$ cat config.mk
export PLATFORM = sky130hd
export DESIGN_NAME = multi_queue_overwrite_round_robin_core_flat
export DESIGN_NICKNAME = d
export VERILOG_FILES = /design/src/rtl/mqor_pkg.sv /design/src/rtl/mqor_item_if.sv /design/src/rtl/mqor_result_if.sv /design/src/rtl/mqor_datapath.sv /design/src/rtl/mqor_ctrl.sv /design/src/rtl/multi_queue_overwrite_round_robin_core.sv /design/src/flat_wrapper.sv
export SDC_FILE = /design/constraint.sdc
export NUM_CORES = 2
export LEC_CHECK = 0
export ABC_AREA = 1
export BUFFER_PORTS_ARGS = -buffer_cell sky130_fd_sc_hd__buf_2
export CORE_ASPECT_RATIO = 1.25
export CORE_MARGIN = 2
export CORE_UTILIZATION = 50
export CTS_CLUSTER_DIAMETER = 200
export DETAILED_ROUTE_END_ITERATION = 7
export PLACE_DENSITY_LB_ADDON = 0.15
export SLEW_MARGIN = 20
export SYNTH_ARGS = -nofsm -noshare
export SYNTH_HDL_FRONTEND = slang
export SYNTH_SLANG_ARGS = --single-unit
$ cat constraint.sdc
create_clock -name clk -period 4.95 [get_ports clk]
set_input_delay 1.2375 -clock clk [delete_from_list [all_inputs] [get_ports clk]]
set_output_delay 1.2375 -clock clk [all_outputs]
set_load 0.1 [all_outputs]
$ cat src/rtl/mqor_pkg.sv
// ----------------------------------------------------------------------------
// mqor_pkg
// Sizes, payload types and control structs of the multi-queue core.
// ----------------------------------------------------------------------------
package mqor_pkg;

    localparam int CHANNELS = 8;
    localparam int SLOTS    = 4;

    localparam int CH_W   = (CHANNELS > 1) ? $clog2(CHANNELS) : 1;
    localparam int SLOT_W = $clog2(SLOTS);
    localparam int DEPTH  = CHANNELS * SLOTS;
    localparam int IDX_W  = (DEPTH > 1) ? $clog2(DEPTH) : 1;

    localparam logic CMD_ENQUEUE = 1'b0;
    localparam logic CMD_SEND    = 1'b1;

    typedef struct packed {
        logic        command;
        logic [2:0]  channel;
        logic [31:0] value_word;
        logic [31:0] timestamp;
    } item_t;

    typedef struct packed {
        logic        sent;
        logic [2:0]  out_channel;
        logic [31:0] out_value;
        logic [31:0] out_timestamp;
    } result_t;

    // controller to datapath
    typedef struct packed {
        logic load_item;
        logic do_enqueue;
        logic scan_step;
        logic load_out;
    } ctrl_t;

    // datapath to controller
    typedef struct packed {
        logic head_hit;
        logic scan_last;
        logic out_free;
    } stat_t;

endpackage

$ cat src/rtl/mqor_item_if.sv
// ----------------------------------------------------------------------------
// mqor_item_if
// Valid/ready channel carrying one command item.
// ----------------------------------------------------------------------------
interface mqor_item_if;
    logic            valid;
    logic            ready;
    mqor_pkg::item_t payload;

    modport source (output valid, output payload, input ready);
    modport sink   (input valid, input payload, output ready);
endinterface

$ cat src/rtl/mqor_result_if.sv
// ----------------------------------------------------------------------------
// mqor_result_if
// Valid/ready channel carrying one send result.
// ----------------------------------------------------------------------------
interface mqor_result_if;
    logic              valid;
    logic              ready;
    mqor_pkg::result_t payload;

    modport source (output valid, output payload, input ready);
    modport sink   (input valid, input payload, output ready);
endinterface

$ cat src/rtl/mqor_datapath.sv
// ----------------------------------------------------------------------------
// mqor_datapath
// Ring pointers, slot valid bits, sample memory and output register.
// ----------------------------------------------------------------------------
module mqor_datapath (
    input  logic              clk,
    input  logic              rst_n,
    input  mqor_pkg::ctrl_t   ctrl,
    output mqor_pkg::stat_t   stat,
    input  mqor_pkg::item_t   item_in,
    output logic              out_valid,
    input  logic              out_ready,
    output mqor_pkg::result_t out_data
);

    localparam int CH_W   = mqor_pkg::CH_W;
    localparam int SLOT_W = mqor_pkg::SLOT_W;
    localparam int IDX_W  = mqor_pkg::IDX_W;
    localparam int DEPTH  = mqor_pkg::DEPTH;

    // latched item
    logic [CH_W-1:0]   item_ch_reg;
    logic              item_ok_reg;
    logic [31:0]       item_value_reg;
    logic [31:0]       item_time_reg;

    // ring state
    logic [SLOT_W-1:0] wp_reg [mqor_pkg::CHANNELS];
    logic [SLOT_W-1:0] rp_reg [mqor_pkg::CHANNELS];
    logic [DEPTH-1:0]  valid_reg;
    logic [CH_W-1:0]   next_ch_reg;

    // scan state
    logic [CH_W-1:0]   scan_q_reg;
    logic [CH_W-1:0]   scan_cnt_reg;
    logic              hit_reg;

    // sample memory, value in the upper half
    logic [63:0]       mem [DEPTH];
    logic [63:0]       rd_data_reg;

    logic              out_valid_reg;
    mqor_pkg::result_t out_data_reg;

    logic [CH_W-1:0]   ptr_addr;
    logic [SLOT_W-1:0] wp_cur;
    logic [SLOT_W-1:0] rp_cur;
    logic [SLOT_W-1:0] wp_inc;
    logic [SLOT_W-1:0] rp_inc;
    logic [IDX_W-1:0]  base_idx;
    logic [IDX_W-1:0]  wr_idx;
    logic [IDX_W-1:0]  head_idx;
    logic [IDX_W-1:0]  after_idx;
    logic [CH_W-1:0]   q_inc;
    logic              head_hit;

    // one pointer read port: enqueue channel or scan channel
    assign ptr_addr  = ctrl.do_enqueue ? item_ch_reg : scan_q_reg;
    assign wp_cur    = wp_reg[ptr_addr];
    assign rp_cur    = rp_reg[ptr_addr];
    assign wp_inc    = (wp_cur == SLOT_W'(mqor_pkg::SLOTS - 1)) ? '0 : wp_cur + SLOT_W'(1);
    assign rp_inc    = (rp_cur == SLOT_W'(mqor_pkg::SLOTS - 1)) ? '0 : rp_cur + SLOT_W'(1);
    assign base_idx  = IDX_W'(ptr_addr) * IDX_W'(mqor_pkg::SLOTS);
    assign wr_idx    = base_idx + IDX_W'(wp_cur);
    assign head_idx  = base_idx + IDX_W'(rp_cur);
    assign after_idx = base_idx + IDX_W'(rp_inc);
    assign q_inc     = (scan_q_reg == CH_W'(mqor_pkg::CHANNELS - 1)) ? '0
                                                                      : scan_q_reg + CH_W'(1);
    assign head_hit  = valid_reg[head_idx];

    assign stat.head_hit  = head_hit;
    assign stat.scan_last = (scan_cnt_reg == CH_W'(mqor_pkg::CHANNELS - 1));
    assign stat.out_free  = !out_valid_reg || out_ready;

    assign out_valid = out_valid_reg;
    assign out_data  = out_data_reg;

    // item capture
    always_ff @(posedge clk)
    begin
        if (ctrl.load_item)
        begin
            item_ch_reg    <= CH_W'(item_in.channel);
            item_value_reg <= item_in.value_word;
            item_time_reg  <= item_in.timestamp;
        end
    end

    // ring pointers, valid bits and scan control
    always_ff @(posedge clk or negedge rst_n)
    begin
        if (!rst_n)
        begin
            for (int c = 0; c < mqor_pkg::CHANNELS; c++)
            begin
                wp_reg[c] <= '0;
                rp_reg[c] <= '0;
            end
            valid_reg    <= '0;
            next_ch_reg  <= '0;
            scan_q_reg   <= '0;
            scan_cnt_reg <= '0;
            hit_reg      <= 1'b0;
            item_ok_reg  <= 1'b0;
        end
        else
        begin
            if (ctrl.load_item)
            begin
                item_ok_reg  <= (int'(item_in.channel) < mqor_pkg::CHANNELS);
                scan_q_reg   <= next_ch_reg;
                scan_cnt_reg <= '0;
            end
            if (ctrl.do_enqueue && item_ok_reg)
            begin
                valid_reg[wr_idx] <= 1'b1;
                // full ring: drop the oldest entry
                if ((wp_cur == rp_cur) && valid_reg[after_idx])
                begin
                    rp_reg[ptr_addr] <= rp_inc;
                end
                wp_reg[ptr_addr] <= wp_inc;
            end
            if (ctrl.scan_step)
            begin
                hit_reg <= head_hit;
                if (head_hit)
                begin
                    valid_reg[head_idx] <= 1'b0;
                    rp_reg[ptr_addr]    <= rp_inc;
                    next_ch_reg         <= q_inc;
                end
                else
                begin
                    scan_q_reg   <= q_inc;
                    scan_cnt_reg <= scan_cnt_reg + CH_W'(1);
                end
            end
        end
    end

    // sample memory
    always_ff @(posedge clk)
    begin
        if (ctrl.do_enqueue && item_ok_reg)
        begin
            mem[wr_idx] <= {item_value_reg, item_time_reg};
        end
        if (ctrl.scan_step && head_hit)
        begin
            rd_data_reg <= mem[head_idx];
        end
    end

    // output register
    always_ff @(posedge clk or negedge rst_n)
    begin
        if (!rst_n)
        begin
            out_valid_reg <= 1'b0;
        end
        else if (ctrl.load_out)
        begin
            out_valid_reg <= 1'b1;
        end
        else if (out_ready)
        begin
            out_valid_reg <= 1'b0;
        end
    end

    always_ff @(posedge clk)
    begin
        if (ctrl.load_out)
        begin
            out_data_reg.sent          <= hit_reg;
            out_data_reg.out_channel   <= hit_reg ? 3'(scan_q_reg) : 3'd0;
            out_data_reg.out_value     <= hit_reg ? rd_data_reg[63:32] : 32'd0;
            out_data_reg.out_timestamp <= hit_reg ? rd_data_reg[31:0] : 32'd0;
        end
    end

endmodule

$ cat src/rtl/mqor_ctrl.sv
// ----------------------------------------------------------------------------
// mqor_ctrl
// Sequencer: take an item, then enqueue it, or scan and hand the result over.
// ----------------------------------------------------------------------------
module mqor_ctrl (
    input  logic            clk,
    input  logic            rst_n,
    input  logic            item_valid,
    input  logic            item_send,
    output logic            item_ready,
    input  mqor_pkg::stat_t stat,
    output mqor_pkg::ctrl_t ctrl
);

    typedef enum logic [3:0] {
        ST_IDLE = 4'b0001,
        ST_ENQ  = 4'b0010,
        ST_SCAN = 4'b0100,
        ST_DONE = 4'b1000
    } state_t;

    state_t state_reg;
    state_t state_next;
    logic   accept;

    assign item_ready = (state_reg == ST_IDLE);
    assign accept     = item_valid && item_ready;

    always_comb
    begin
        state_next      = state_reg;
        ctrl.load_item  = 1'b0;
        ctrl.do_enqueue = 1'b0;
        ctrl.scan_step  = 1'b0;
        ctrl.load_out   = 1'b0;
        unique case (state_reg)
            ST_IDLE:
            begin
                if (accept)
                begin
                    ctrl.load_item = 1'b1;
                    state_next     = (item_send == mqor_pkg::CMD_SEND) ? ST_SCAN : ST_ENQ;
                end
            end
            ST_ENQ:
            begin
                ctrl.do_enqueue = 1'b1;
                state_next      = ST_IDLE;
            end
            ST_SCAN:
            begin
                ctrl.scan_step = 1'b1;
                if (stat.head_hit || stat.scan_last)
                begin
                    state_next = ST_DONE;
                end
            end
            ST_DONE:
            begin
                // hold until the output register is free
                if (stat.out_free)
                begin
                    ctrl.load_out = 1'b1;
                    state_next    = ST_IDLE;
                end
            end
            default:
            begin
                state_next = ST_IDLE;
            end
        endcase
    end

    always_ff @(posedge clk or negedge rst_n)
    begin
        if (!rst_n)
        begin
            state_reg <= ST_IDLE;
        end
        else
        begin
            state_reg <= state_next;
        end
    end

endmodule

$ cat src/rtl/multi_queue_overwrite_round_robin_core.sv
// ----------------------------------------------------------------------------
// multi_queue_overwrite_round_robin_core
// Per-channel sample rings, overwrite-oldest, round-robin send.
// ----------------------------------------------------------------------------
// Usage:
//   item   : command items in. command 0 enqueues value_word and timestamp on
//            the ring of channel; command 1 asks for one entry to be sent.
//   result : one transfer per send command, none per enqueue. sent = 0 with
//            all other fields zero when every ring is empty.
// Timing:
//   An enqueue transfer occupies the block through accept and ring write.
//   A send scans one ring per cycle from the round-robin pointer, visiting
//   k = 1..CHANNELS (8 here) rings, and the result is registered once the
//   sequencer leaves its done state with the output register free.
// Reset:
//   Every slot is marked empty, all ring pointers return to slot 0 and the
//   round-robin pointer to channel 0. The sample memory itself is not cleared.
// Stall:
//   A result waits in the output register while result.ready is low; the
//   block keeps taking items meanwhile, and a further send result holds in
//   the sequencer until the register is free.
// ----------------------------------------------------------------------------
module multi_queue_overwrite_round_robin_core (
    input  logic          clk,
    input  logic          rst_n,
    mqor_item_if.sink     item,
    mqor_result_if.source result
);

    mqor_pkg::ctrl_t ctrl;
    mqor_pkg::stat_t stat;

    // sequencer: decides enqueue or scan, and when to hand over the result
    mqor_ctrl u_ctrl (
        .clk        (clk),
        .rst_n      (rst_n),
        .item_valid (item.valid),
        .item_send  (item.payload.command),
        .item_ready (item.ready),
        .stat       (stat),
        .ctrl       (ctrl)
    );

    // rings, sample memory and the output register
    mqor_datapath u_datapath (
        .clk       (clk),
        .rst_n     (rst_n),
        .ctrl      (ctrl),
        .stat      (stat),
        .item_in   (item.payload),
        .out_valid (result.valid),
        .out_ready (result.ready),
        .out_data  (result.payload)
    );

endmodule

$ cat src/flat_wrapper.sv
// flat-port wrapper written by rule: the top's interface ports become plain ports
module multi_queue_overwrite_round_robin_core_flat 
  (clk, rst_n, item_valid, item_payload, item_ready, result_valid, result_payload, result_ready);
  mqor_item_if item_i ();
  mqor_result_if result_i ();
  input  logic clk;
  input  logic rst_n;
  input wire logic [$bits(item_i.valid)-1:0] item_valid;
  input wire logic [$bits(item_i.payload)-1:0] item_payload;
  output wire logic [$bits(item_i.ready)-1:0] item_ready;
  output wire logic [$bits(result_i.valid)-1:0] result_valid;
  output wire logic [$bits(result_i.payload)-1:0] result_payload;
  input wire logic [$bits(result_i.ready)-1:0] result_ready;
  assign item_i.valid = item_valid;
  assign item_i.payload = item_payload;
  assign item_ready = item_i.ready;
  assign result_valid = result_i.valid;
  assign result_payload = result_i.payload;
  assign result_i.ready = result_ready;
  multi_queue_overwrite_round_robin_core u_core (.clk(clk), .rst_n(rst_n), .item(item_i), .result(result_i));
endmodule
==> results.md <==
- Max Fanout on Critical Path: 50
- Post-CTS sizing: 0
- Crit. Startpoint: u_core.u_ctrl.state_reg[0]$_DFFE_PN1P_
- CP dominant cell by count: nand2_1
- Via Count: 54,550
- Mapped Area: 88,960 um2
- Number of fill cells: 14,010
- Die Ht: 475.6 um
- Status: complete, but fails checks
- Clock Root Buffer: clkbuf_16
- Num CTS Buffers: 217
- Initial core utilization: 50.18%
- Place WS: 0.6506 ns
- Final Max Slew Viols: 0
- R2R Path End: u_core.u_datapath.rp_reg[8]$_DFF_PN0_
- Vias per std cell: 6.094
- Hold_buf cts: 0
- Setup violations, final: 0
- Worst setup endpoint: u_core.u_datapath.rp_reg[8]$_DFF_PN0_
- Failing checks: DRC
- Slowest CP cell: dfstp_2
- Vias in the first global route: 52,680
- Crit path max-delay family: simple AND/OR/NAND/NOR gates
- Syn. warnings: 0
- Post-route ant nets: 0
- Hold Crit Class: in -> async
- Reg clk slew, reported paths: 0.06 ns
- 1st-pass router iterations: 8
- Crit start category: flop
- Slowest stage delay, CP: 0.62 ns
- Largest net degree at the start of global routing: 159
- RSZ-0062 raised after global routing: false
- Netlist cell types: 38
- Post CTS Setup Buffer Count: 0
- Die area: 181,300 um2
- FF-to-FF setup slack: 0.58 ns
- Routability cong.: 0.8343
- Clock Latency Late Sink: 0.86 ns
- Area post-placement: 93,390 um2
- Leakage: 33.17 nW
- Final cell count without fillers: 8,951
- Final Hold Vio Count: 0
- PwrDens: 695.7 nW/um2
- Max_cap viols: 0
- Final wirelength: 261.0 mm
- DRT iter0 DRCs: 6,812
- CTS sink cnt: 2,327
- DPL Wire Length: 126.9 mm
- Setup TNS: 0 ns
- Clk buf depth: 3
- Start of the worst register-to-register path: u_core.u_ctrl.state_reg[0]$_DFFE_PN1P_
- I/O Buffers: 141
- Crit path time final: 4.374 ns
- VDD IR max: 0.0008456 V
- Fraction of layout cells with a size suffix above 1: 10.60%
- F_max: 0.2286 GHz
- Sequential fraction of the synthesis area: 78.10%
- Mean Syn Cell Area: 14.25 um2
- H-tree depth: 4
- Placed cells: 8,541
- Rows: 173
- Ranking of synthesized cells by area: edfxtp_1 76%, a22oi_1 4.3%, nand2_1 3.6%
- Worst Path Required: 5.70 ns
- Slew @ Worst Pin: 1.188 ns
- First-pass GRT wire length: 373.7 mm
- Number of synthesized register bits: 2,327
- Top FF cell, synth: edfxtp_1
- Cells after Synth: 6,245
- Tcrit/Tclk final: 88.37%
- Finished Cell Area: 100,400 um2
- Slack of the critical path: 0.5757 ns
- Commonest cells in the netlist: 2,247 x edfxtp_1, 860 x nand2_1, 654 x nor2_1
- Die Wd: 381.3 um
- Reg2Reg Depth: 24
- CP Class: reg -> reg
- Remaining DRCs: 2
- Top cell type's share of synthesized area: 75.85%
- Crit path DAT: 5.13 ns
- Slew margin rel.: 20.80%
- CP Depth: 24
- Total core area: 177,300 um2
- Boundary pin count: 142
- Area leader, netlist: edfxtp_1
- Worst setup EP type: flop
- Synthesized Nets: 6,326
- Finished Core Util: 56.61%
- Hold slack: 0.3962 ns
- Synth-to-layout area growth: 12.81%
- Cell chain of the critical path: nor2_8 -> nand2_8 -> nand2_2 -> nand2_2 -> nand2_1 -> nand2_1 -> nand2_1 -> nand2_1 -> nand2_1 -> nand2_8 -> inv_12 -> ha_1 -> buf_4 -> inv_1 -> nand3_1 -> nand2_1 -> nand2_1 -> nand2_1 -> nor2_2 -> nand3_1 -> nand2_1 -> nand2_1 -> nand2_1 -> inv_1
- Routed WL per cell: 29.15 um
- Fin nets: 6,480
- Post-synth ARST share: 3.438%
- Crit path buffers/inverters: 4
- Initial antenna violation count: 3
- Worst Skew: 0.04548 ns
- Overflow after GRT: 0
- GR Util All Layers: 28.46%
- CTS tree: yes
- Post-synth EDFFs: 2,247
- Max reg flops: 2,048
- Pwr Total: 69.82 mW
- Count leader, synth: edfxtp_1
layer usage:
metal | track usage, % | up-vias | part of all wire [%]
met5 | 0 | - | 0
met4 | 8.336 | 0 | 2.8
met3 | 3.860 | 470 | 7.8
met2 | 47.93 | 2596 | 49
met1 | 38.86 | 27910 | 40
li1 | - | 23580 | -
cells in the final DEF (no fill, tap or decap), drive strengths merged, types with 84 or more instances in the layout:
cell type and instances:
nor2 668, clkinv 107, o21ai 944, inv 177, buf 307, a22oi 512
edfxtp 2247, nand3 84, clkbuf 271, nand4 132, nand2 871
power breakdown:
part	internal, mW	switching [mW]
registers	23.6	1.20
clock network	9.11	7.32
logic	8.39	20.2
final cells by class:
| cell class | instances | area, um2 | area share [%] |
|---|---|---|---|
| Sequential cell | 2327 | 69480 | 69.23 |
| Timing Repair Buffer | 307 | 2892 | 2.881 |
| Tap cell | 2362 | 2955 | 2.945 |
| Clock buffer | 271 | 5738 | 5.718 |
| Clock inverter | 136 | 1202 | 1.198 |
| Multi-Input combinational cell | 3375 | 17400 | 17.34 |
| Inverter | 171 | 680.7 | 0.6782 |
| Antenna cell | 2 | 5.005 | 0.004987 |
cells by family (layout without fill, tap and decap cells):
family	count (synthesis)	after routing	share of synthesized area (%)
AO/OA/AOI/OAI	1551	1551	10.46
adder cells (fa/ha/maj)	9	9	0.1266
buffers and inverters	543	885	2.734
flip-flops	2327	2327	78.10
other	0	2	0
AND/OR/NAND/NOR	1815	1815	8.582
how the worst min path moves through the flow:
stage                                                 start                                            to  slack [ns]
2_1_floorplan     u_core.u_datapath.item_ok_reg$_DFFE_PN0P_     u_core.u_datapath.item_ok_reg$_DFFE_PN0P_        0.42
3_3_place_gp      u_core.u_datapath.item_ok_reg$_DFFE_PN0P_     u_core.u_datapath.item_ok_reg$_DFFE_PN0P_        0.44
3_5_place_dp   u_core.u_datapath.next_ch_reg[1]$_DFFE_PN0P_  u_core.u_datapath.next_ch_reg[1]$_DFFE_PN0P_        0.46
4_1_cts        u_core.u_datapath.next_ch_reg[1]$_DFFE_PN0P_  u_core.u_datapath.next_ch_reg[1]$_DFFE_PN0P_        0.48
5_1_grt                                               rst_n   u_core.u_datapath.scan_cnt_reg[2]$_DFF_PN0_        0.46
6_report                                              rst_n       u_core.u_datapath.out_valid$_DFFE_PN0P_        0.40
Note: power is estimated with default switching activity, not from simulation.
